[src/design/rgl_pkg.sv]
`timescale 1ns / 1ps

package rgl_pkg;

  // Operation of the shared add/subtract unit.
  typedef enum logic {
    OP_ADD,
    OP_SUB
  } rgl_op_e;

  // Events raised by one lcm fold step.
  typedef struct packed {
    logic overflow;
    logic undefined;
  } rgl_flags_t;

endpackage

[src/design/rgl_addsub.sv]
`timescale 1ns / 1ps

module rgl_addsub import rgl_pkg::*; #(
  parameter int unsigned WIDTH = 32
) (
  input  logic [WIDTH-1:0] a_i,
  input  logic [WIDTH-1:0] b_i,
  input  rgl_op_e          op_i,
  output logic [WIDTH-1:0] sum_o,
  output logic             carry_o
);

  logic [WIDTH-1:0] b_eff;
  logic             cin;

  // Subtract as a plus inverted b plus one; carry out high means a >= b.
  assign b_eff = (op_i == OP_SUB) ? ~b_i : b_i;
  assign cin   = (op_i == OP_SUB);

  assign {carry_o, sum_o} = {1'b0, a_i} + {1'b0, b_eff} + {{WIDTH{1'b0}}, cin};

endmodule

[src/design/rgl_seq.sv]
`timescale 1ns / 1ps

module rgl_seq import rgl_pkg::*; #(
  parameter int unsigned VALUE_BITS = 31
) (
  input  logic                  clk_i,
  input  logic                  rst_ni,
  input  logic                  start_i,
  input  logic [VALUE_BITS-1:0] gcd_i,
  input  logic [VALUE_BITS-1:0] lcm_i,
  input  logic [VALUE_BITS-1:0] value_i,
  input  logic                  lcm_hold_i,
  output logic                  done_o,
  output logic [VALUE_BITS-1:0] gcd_o,
  output logic [VALUE_BITS-1:0] lcm_o,
  output rgl_flags_t            flags_o
);

  localparam int unsigned W  = VALUE_BITS;
  localparam int unsigned CW = $clog2(VALUE_BITS + 1);

  localparam logic [2:0] S_IDLE = 3'd0;
  localparam logic [2:0] S_GCD  = 3'd1;
  localparam logic [2:0] S_SHL  = 3'd2;
  localparam logic [2:0] S_DIV  = 3'd3;
  localparam logic [2:0] S_MUL  = 3'd4;
  localparam logic [2:0] S_FIN  = 3'd5;
  localparam logic [2:0] S_DONE = 3'd6;

  logic [2:0]    state_q, state_d;
  logic          pass_q, pass_d;
  logic [W-1:0]  a_q, a_d;
  logic [W-1:0]  b_q, b_d;
  logic [CW-1:0] k_q, k_d;
  logic [W-1:0]  hi_q, hi_d;
  logic [W-1:0]  lo_q, lo_d;
  logic [CW-1:0] cnt_q, cnt_d;
  logic [W-1:0]  gcd_res_q, gcd_res_d;
  logic [W-1:0]  lcm_res_q, lcm_res_d;
  rgl_flags_t    flags_q, flags_d;

  logic [W:0]    op_a, op_b, sum;
  rgl_op_e       op;
  logic          carry;

  rgl_addsub #(
    .WIDTH (W + 1)
  ) u_addsub (
    .a_i     (op_a),
    .b_i     (op_b),
    .op_i    (op),
    .sum_o   (sum),
    .carry_o (carry)
  );

  // Route operands to the shared unit.
  always_comb begin
    op_a = {1'b0, a_q};
    op_b = {1'b0, b_q};
    op   = OP_SUB;
    unique case (state_q)
      S_DIV: begin
        op_a = {hi_q, lo_q[W-1]};
      end
      S_MUL: begin
        op_a = {1'b0, hi_q};
        op_b = {1'b0, value_i};
        op   = OP_ADD;
      end
      default: begin
      end
    endcase
  end

  always_comb begin
    state_d   = state_q;
    pass_d    = pass_q;
    a_d       = a_q;
    b_d       = b_q;
    k_d       = k_q;
    hi_d      = hi_q;
    lo_d      = lo_q;
    cnt_d     = cnt_q;
    gcd_res_d = gcd_res_q;
    lcm_res_d = lcm_res_q;
    flags_d   = flags_q;
    unique case (state_q)
      S_IDLE: begin
        if (start_i) begin
          a_d     = gcd_i;
          b_d     = value_i;
          k_d     = '0;
          pass_d  = 1'b0;
          state_d = S_GCD;
        end
      end
      // Binary gcd: strip common twos, halve even operands, subtract odd ones.
      S_GCD: begin
        priority if (a_q == '0) begin
          a_d     = b_q;
          state_d = S_SHL;
        end else if (b_q == '0) begin
          state_d = S_SHL;
        end else if (!a_q[0] && !b_q[0]) begin
          a_d = {1'b0, a_q[W-1:1]};
          b_d = {1'b0, b_q[W-1:1]};
          k_d = k_q + 1'b1;
        end else if (!a_q[0]) begin
          a_d = {1'b0, a_q[W-1:1]};
        end else if (!b_q[0]) begin
          b_d = {1'b0, b_q[W-1:1]};
        end else if (carry) begin
          a_d = {1'b0, sum[W-1:1]};
        end else begin
          a_d = b_q;
          b_d = a_q;
        end
      end
      // Restore the common power of two, then dispatch on the pass.
      S_SHL: begin
        priority if (k_q != '0) begin
          a_d = {a_q[W-2:0], 1'b0};
          k_d = k_q - 1'b1;
        end else if (!pass_q) begin
          gcd_res_d = a_q;
          if (lcm_hold_i) begin
            lcm_res_d = lcm_i;
            flags_d   = '0;
            state_d   = S_DONE;
          end else begin
            a_d     = lcm_i;
            b_d     = value_i;
            pass_d  = 1'b1;
            state_d = S_GCD;
          end
        end else if (a_q == '0) begin
          lcm_res_d         = '0;
          flags_d.overflow  = 1'b0;
          flags_d.undefined = 1'b1;
          state_d           = S_DONE;
        end else begin
          b_d     = a_q;
          hi_d    = '0;
          lo_d    = lcm_i;
          cnt_d   = CW'(W);
          state_d = S_DIV;
        end
      end
      // Restoring divide lcm / g, one quotient bit a cycle.
      S_DIV: begin
        hi_d  = carry ? sum[W-1:0] : op_a[W-1:0];
        lo_d  = {lo_q[W-2:0], carry};
        cnt_d = cnt_q - 1'b1;
        if (cnt_q == CW'(1)) begin
          hi_d    = '0;
          cnt_d   = CW'(W);
          state_d = S_MUL;
        end
      end
      // Shift-add multiply quotient by value, low bit first.
      S_MUL: begin
        if (lo_q[0]) begin
          hi_d = sum[W:1];
          lo_d = {sum[0], lo_q[W-1:1]};
        end else begin
          hi_d = {1'b0, hi_q[W-1:1]};
          lo_d = {hi_q[0], lo_q[W-1:1]};
        end
        cnt_d = cnt_q - 1'b1;
        if (cnt_q == CW'(1)) begin
          state_d = S_FIN;
        end
      end
      S_FIN: begin
        flags_d.undefined = 1'b0;
        if (hi_q != '0) begin
          lcm_res_d        = '1;
          flags_d.overflow = 1'b1;
        end else begin
          lcm_res_d        = lo_q;
          flags_d.overflow = 1'b0;
        end
        state_d = S_DONE;
      end
      S_DONE: begin
        state_d = S_IDLE;
      end
      default: begin
        state_d = S_IDLE;
      end
    endcase
  end

  always_ff @(posedge clk_i or negedge rst_ni) begin
    if (!rst_ni) begin
      state_q <= S_IDLE;
    end else begin
      state_q <= state_d;
    end
  end

  always_ff @(posedge clk_i) begin
    pass_q    <= pass_d;
    a_q       <= a_d;
    b_q       <= b_d;
    k_q       <= k_d;
    hi_q      <= hi_d;
    lo_q      <= lo_d;
    cnt_q     <= cnt_d;
    gcd_res_q <= gcd_res_d;
    lcm_res_q <= lcm_res_d;
    flags_q   <= flags_d;
  end

  assign done_o  = (state_q == S_DONE);
  assign gcd_o   = gcd_res_q;
  assign lcm_o   = lcm_res_q;
  assign flags_o = flags_q;

  a_div_nonzero: assert property (@(posedge clk_i) disable iff (!rst_ni)
    (state_q == S_DIV) |-> (b_q != '0))
    else $error("divide entered with a zero divisor");

  a_count_live: assert property (@(posedge clk_i) disable iff (!rst_ni)
    ((state_q == S_DIV) || (state_q == S_MUL)) |-> (cnt_q != '0))
    else $error("bit counter ran out during divide or multiply");

endmodule

[src/design/running_gcd_lcm_core.sv]
`timescale 1ns / 1ps

// Channel  Direction  Handshake                 Payload
// in       request    in_valid_i / in_ready_o   value_i, last_item_i
// out      result     out_valid_o / out_ready_i gcd_result_o, lcm_result_o,
//                                               lcm_overflow_o, lcm_undefined_o
//
// A first request seeds the set directly; a later one runs two binary gcd passes,
// each ending in a shift that restores the common power of two, then a restoring
// divide and a shift-add multiply on one shared adder, plus dispatch states.
// A saturated lcm skips all but the first pass. Reset clears the running set.
// The request that ends a set then waits in T_EMIT to load the output register,
// longer while the previous result is still held.

module running_gcd_lcm_core import rgl_pkg::*; #(
  parameter int unsigned VALUE_BITS = 31
) (
  input  logic                  clk_i,
  input  logic                  rst_ni,
  input  logic                  in_valid_i,
  output logic                  in_ready_o,
  input  logic [VALUE_BITS-1:0] value_i,
  input  logic                  last_item_i,
  output logic                  out_valid_o,
  input  logic                  out_ready_i,
  output logic [VALUE_BITS-1:0] gcd_result_o,
  output logic [VALUE_BITS-1:0] lcm_result_o,
  output logic                  lcm_overflow_o,
  output logic                  lcm_undefined_o
);

  localparam int unsigned W = VALUE_BITS;

  localparam logic [1:0] T_IDLE = 2'd0;
  localparam logic [1:0] T_RUN  = 2'd1;
  localparam logic [1:0] T_EMIT = 2'd2;

  logic [1:0]   state_q, state_d;
  logic         start_q, start_d;
  logic [W-1:0] value_q, value_d;
  logic         last_q, last_d;

  // Running set state.
  logic [W-1:0] gcd_q, gcd_d;
  logic [W-1:0] lcm_q, lcm_d;
  logic         first_q, first_d;
  logic         ovf_q, ovf_d;
  logic         und_q, und_d;

  // Output register.
  logic         out_valid_q, out_valid_d;
  logic [W-1:0] gcd_out_q, gcd_out_d;
  logic [W-1:0] lcm_out_q, lcm_out_d;
  logic         ovf_out_q, ovf_out_d;
  logic         und_out_q, und_out_d;

  logic         accept;
  logic         seq_done;
  logic [W-1:0] seq_gcd, seq_lcm;
  rgl_flags_t   seq_flags;

  assign in_ready_o = (state_q == T_IDLE);
  assign accept     = in_valid_i && in_ready_o;

  // Fold one value into the running gcd and lcm. Inputs hold steady for
  // the whole run because the controller sits in T_RUN until done.
  rgl_seq #(
    .VALUE_BITS (VALUE_BITS)
  ) u_seq (
    .clk_i      (clk_i),
    .rst_ni     (rst_ni),
    .start_i    (start_q),
    .gcd_i      (gcd_q),
    .lcm_i      (lcm_q),
    .value_i    (value_q),
    .lcm_hold_i (ovf_q),
    .done_o     (seq_done),
    .gcd_o      (seq_gcd),
    .lcm_o      (seq_lcm),
    .flags_o    (seq_flags)
  );

  always_comb begin
    state_d     = state_q;
    start_d     = 1'b0;
    value_d     = value_q;
    last_d      = last_q;
    gcd_d       = gcd_q;
    lcm_d       = lcm_q;
    first_d     = first_q;
    ovf_d       = ovf_q;
    und_d       = und_q;
    // Drop the held result once it is taken.
    out_valid_d = out_valid_q && !out_ready_i;
    gcd_out_d   = gcd_out_q;
    lcm_out_d   = lcm_out_q;
    ovf_out_d   = ovf_out_q;
    und_out_d   = und_out_q;
    unique case (state_q)
      T_IDLE: begin
        if (accept) begin
          value_d = value_i;
          last_d  = last_item_i;
          if (first_q) begin
            // Seed the set directly; no arithmetic needed.
            gcd_d   = value_i;
            lcm_d   = value_i;
            first_d = 1'b0;
            if (last_item_i) begin
              state_d = T_EMIT;
            end
          end else begin
            start_d = 1'b1;
            state_d = T_RUN;
          end
        end
      end
      T_RUN: begin
        if (seq_done) begin
          gcd_d   = seq_gcd;
          lcm_d   = seq_lcm;
          ovf_d   = ovf_q | seq_flags.overflow;
          und_d   = und_q | seq_flags.undefined;
          state_d = last_q ? T_EMIT : T_IDLE;
        end
      end
      T_EMIT: begin
        // Hold until the output register is free, then load it and clear the set.
        if (!out_valid_q || out_ready_i) begin
          out_valid_d = 1'b1;
          gcd_out_d   = gcd_q;
          lcm_out_d   = lcm_q;
          ovf_out_d   = ovf_q;
          und_out_d   = und_q;
          gcd_d       = '0;
          lcm_d       = '0;
          first_d     = 1'b1;
          ovf_d       = 1'b0;
          und_d       = 1'b0;
          state_d     = T_IDLE;
        end
      end
      default: begin
        state_d = T_IDLE;
      end
    endcase
  end

  always_ff @(posedge clk_i or negedge rst_ni) begin
    if (!rst_ni) begin
      state_q     <= T_IDLE;
      start_q     <= 1'b0;
      gcd_q       <= '0;
      lcm_q       <= '0;
      first_q     <= 1'b1;
      ovf_q       <= 1'b0;
      und_q       <= 1'b0;
      out_valid_q <= 1'b0;
    end else begin
      state_q     <= state_d;
      start_q     <= start_d;
      gcd_q       <= gcd_d;
      lcm_q       <= lcm_d;
      first_q     <= first_d;
      ovf_q       <= ovf_d;
      und_q       <= und_d;
      out_valid_q <= out_valid_d;
    end
  end

  always_ff @(posedge clk_i) begin
    value_q   <= value_d;
    last_q    <= last_d;
    gcd_out_q <= gcd_out_d;
    lcm_out_q <= lcm_out_d;
    ovf_out_q <= ovf_out_d;
    und_out_q <= und_out_d;
  end

  assign out_valid_o     = out_valid_q;
  assign gcd_result_o    = gcd_out_q;
  assign lcm_result_o    = lcm_out_q;
  assign lcm_overflow_o  = ovf_out_q;
  assign lcm_undefined_o = und_out_q;

  a_done_in_run: assert property (@(posedge clk_i) disable iff (!rst_ni)
    seq_done |-> (state_q == T_RUN))
    else $error("fold finished outside of a run");

  a_overflow_saturates: assert property (@(posedge clk_i) disable iff (!rst_ni)
    (out_valid_o && lcm_overflow_o) |-> ((lcm_result_o == '1) && !lcm_undefined_o))
    else $error("overflowed lcm not saturated");

  a_undefined_zero: assert property (@(posedge clk_i) disable iff (!rst_ni)
    (out_valid_o && lcm_undefined_o) |-> (lcm_result_o == '0))
    else $error("undefined lcm not zero");

endmodule
[config.mk]
export PLATFORM = sky130hd
export DESIGN_NAME = running_gcd_lcm_core
export DESIGN_NICKNAME = d
export VERILOG_FILES = /design/src/design/rgl_pkg.sv /design/src/design/rgl_addsub.sv /design/src/design/rgl_seq.sv /design/src/design/running_gcd_lcm_core.sv
export SDC_FILE = /design/constraint.sdc
export NUM_CORES = 1
export LEC_CHECK = 0
export ABC_AREA = 1
export BUFFER_PORTS_ARGS = -buffer_cell sky130_fd_sc_hd__buf_2
export CAP_MARGIN = 20
export CELL_PAD_IN_SITES_DETAIL_PLACEMENT = 1
export CELL_PAD_IN_SITES_GLOBAL_PLACEMENT = 1
export CORE_MARGIN = 4
export CORE_UTILIZATION = 48
export DETAILED_ROUTE_END_ITERATION = 16
export HOLD_SLACK_MARGIN = 0.1
export PLACE_DENSITY = 0.85
export RECOVER_POWER = 25
export SYNTH_ARGS = -nofsm -noshare
export SYNTH_HDL_FRONTEND = slang
export SYNTH_SLANG_ARGS = --single-unit
[constraint.sdc]
create_clock -name clk_i -period 7.6 [get_ports clk_i]
set_input_delay 0.76 -clock clk_i [delete_from_list [all_inputs] [get_ports clk_i]]
set_output_delay 0.76 -clock clk_i [all_outputs]
set_load 0.005 [all_outputs]
==> metrics.md <==
| Metric | Value |
|---|---|
| Status | finished with violations |
| Failing checks | capacitance limit, slew limit |
| Share of layout cells above drive strength 1 | 10.4% |
| Ports | a little over 100 |
| Number of I/O port buffers | 101 |
| Final Hold Fails | 0 |
| Hpwl dp | about 50000 um |
| Initial DRC Count | 2255 |
| Wire length per cell | 27.0 um |
| Fmax | 151 MHz |
| Vias per Instance | 6.52 |
| Min-delay src | value_i[17] |
| CTS H-Tree Depth | 2 |
| Syn-to-layout area delta | 11.0% |
| Synth Instances | approximately 2200 |
| First-pass GRT wire length | 114000 um |
| Final setup margin | 0.989 ns |
| CTS sink count | 367 |
| Clock tree buffer depth | 3 |
| CP arrival | 6.85 ns |
| Crit. End Element | register |
| Sequential share of the synthesized area | 53.1% |
| Skew final | 0.0136 ns |
| Gpl congestion | ~0.93 |
| Cts bufs inserted | 40 |
| WS Path Type | register to register |
| Final net count | 2281 |
| WHS Path Cells | 1 |
| Netlist Area Pre-Place | around 20000 sq um |
| DR vias | 18000 |
| Setup TNS | 0 ns |
| Reg2reg path depth | 21 |
| Routed WL | between 70000 and 80000 um |
| Die Width | ~210 um |
| DRC Markers | 0 |
| Clock Latency Late Sink | ~0.57 ns |
| GRT overflow | 0 |
| Final Setup Violations | 0 |
| Worst slew margin | -178% |
| Commonest non-fill, non-tap cells in the layout | nand2_1, edfxtp_1, inv_1 |
| Top cell type's share of synthesized area | 44.1% |
| Clock tree root driver cell | clkbuf_16 |
| CTS tree | done |
| Syn nets | 2230 |
| Area leader, netlist | edfxtp_1 |
| Yosys reg bits | 367 |
| Initial antenna violation count | 2 |
| Worst EP required | 7.84 ns |
| Hold crit path type | input pin to register |
| Worst R2R Start | u_seq.state_q[1] |
| Cell variety after synth | 45 |
| Max cap viols | 2 |
| Yosys warning total | 0 |
| Post-CTS Setup Bufs | 0 |
| Fin crit share | approximately 87% |
| Layout Utilization | 54.2% |
| Vias in the first global route | 18600 |
| Synth area leaders | edfxtp_1, dfrtp_1, nand2_1, o21ai_0, nand3_1 |
| Mean Syn Cell Area | 9.32 sq um |
| DRT antenna net count | 0 |
| RSZ-0062 raised after global routing | no |
| Minimum clock period after layout | 6.61 ns |
| Critical Path Start | u_seq.state_q[1] |
| Initial Util | slightly below 50% |
| Post-placement setup slack | 1.29 ns |
| Largest net degree at the start of global routing | 85 |
| Critical Path Source Type | register |
| Drt pass-1 iters | 5 |
| Total track usage | 32.7% |
| Actual slew at the worst max-slew pin | 4.17 ns |
| Max Transition Viols Final | 100 |
| CP max FO | 58 |
| Min Hold Slack | approximately 0.42 ns |
| Fillers | ~4700 |
| Chip height | 212 um |
| Clock transition at path regs | 0.07 ns |
| Core area | 41100 sq um |
| Row count | 74 |
| Full die area | ~45000 sq um |
| Commonest non-fill, non-tap cell in the layout | nand2_1 |
-- logic make-up (layout without fill, tap and decap cells) --
group / after synthesis / count (layout) / synth area share, %
simple gates: 761 / 761 / 16.3
compound gates: 545 / 545 / 16.5
flops: 367 / 367 / 53.1
buf+inv: 353 / 436 / 6.90
mux: 62 / 62 / 3.48
fa+ha+maj: 42 / 42 / 2.69
xor+xnor: 22 / 22 / 0.960
other cells: 0 / 1 / 0
-- per-layer routing --
layer  share of wire [%]  GRT usage (%)  vias to the layer above
met2                  47           51.4                     1020
met4                 3.3           10.7                        2
met3                 9.1           6.64                      184
li1                    -              -                     7786
met1                  41           46.0                     9051
met5               0.017              0                        -
-- cell type report --
type                            count  area, sq um  share of cell area (%)
Clock buffer                       51         1090                    4.91
Clock inverter                     23          179                   0.803
Antenna cell                        1         2.50                  0.0112
Inverter                          234          878                    3.94
Timing Repair Buffer              128          687                    3.08
Sequential cell                   367        10700                    47.9
Tap cell                          532          666                    2.99
Multi-Input combinational cell   1432         8110                    36.4
-- worst max-delay path: stages, from the launching register on --
cell and delay, ns:
dfrtp_1 0.56, nor2_4 0.12, nand2_4 0.41, inv_2 0.55
nor2_4 0.94, buf_4 0.51, nand2_1 0.13, o221ai_1 0.13
ha_1 0.33, a21oi_1 0.25, o21ai_1 0.12, inv_1 0.08
nand2_2 0.08, nand2_1 0.09, nand2_2 0.11, nand3_1 0.11
nand2_2 0.36, buf_4 0.40, nand2_1 0.09, nand3_1 0.07
inv_1 0.39, buf_4 0.39
-- what timing repair did --
item,in CTS,in global routing
hold buffers,1,0
gates resized for setup,0,0
setup endpoints to repair,0,0
endpoints found under the hold margin,6,0
-- path summary, 6_finish.rpt --
kind	to	slack [ns]
min in group asynchronous	lcm_q[11]	0.65
max in group asynchronous	lcm_q[25]	2.57
worst min-delay path	value_q[17]	0.42
worst max-delay path	u_seq.b_q[15]	0.99
worst max register to register	u_seq.b_q[15]	0.99
worst min register to register	gcd_result_o[15]	0.48
-- through the flow --
| step | cells | area, sq um |
|---|---|---|
| final | 2768 | 22300 |
| after global routing | 2767 | 22300 |
| after CTS | 2764 | 22300 |
| after detailed placement | 2689 | 21000 |
| after global placement | 2689 | 21000 |
| after floorplan | 2152 | 20100 |
-- Yosys cell counts (all sizes together) --
library cell	number
a31oi	3
nor3	17
o211ai	74
o21bai	1
xor2	6
o21a	4
and2	4
inv	231
xnor2	16
clkinv	3
a22oi	30
o22ai	15
ha	40
nand3	178
a21oi	115
nor2	92
o221ai	68
dfrtp	71
fa	2
a22o	1
mux2	62
o21ai	226
nand2	430
nand3b	3
a221oi	2
nor3b	2
edfxtp	295
clkbuf	77
buf	42
nand4	12
a21o	5
dfstp	1
nor4	23
o311ai	1
-- flip-flops by register name, summed over array words and instances (netlist names), 2 cells and up --
register / count
gcd_q: 31
gcd_result_o: 31
lcm_q: 31
lcm_result_o: 31
u_seq.a_q: 31
u_seq.b_q: 31
u_seq.gcd_o: 31
u_seq.hi_q: 31
u_seq.lcm_o: 31
u_seq.lo_q: 31
value_q: 31
u_seq.cnt_q: 5
u_seq.k_q: 5
u_seq.state_q: 3
state_q: 2
u_seq.flags_o: 2
Power is not shown: default switching activity piles up to over one toggle a cycle in this logic, so the estimate is an artifact.
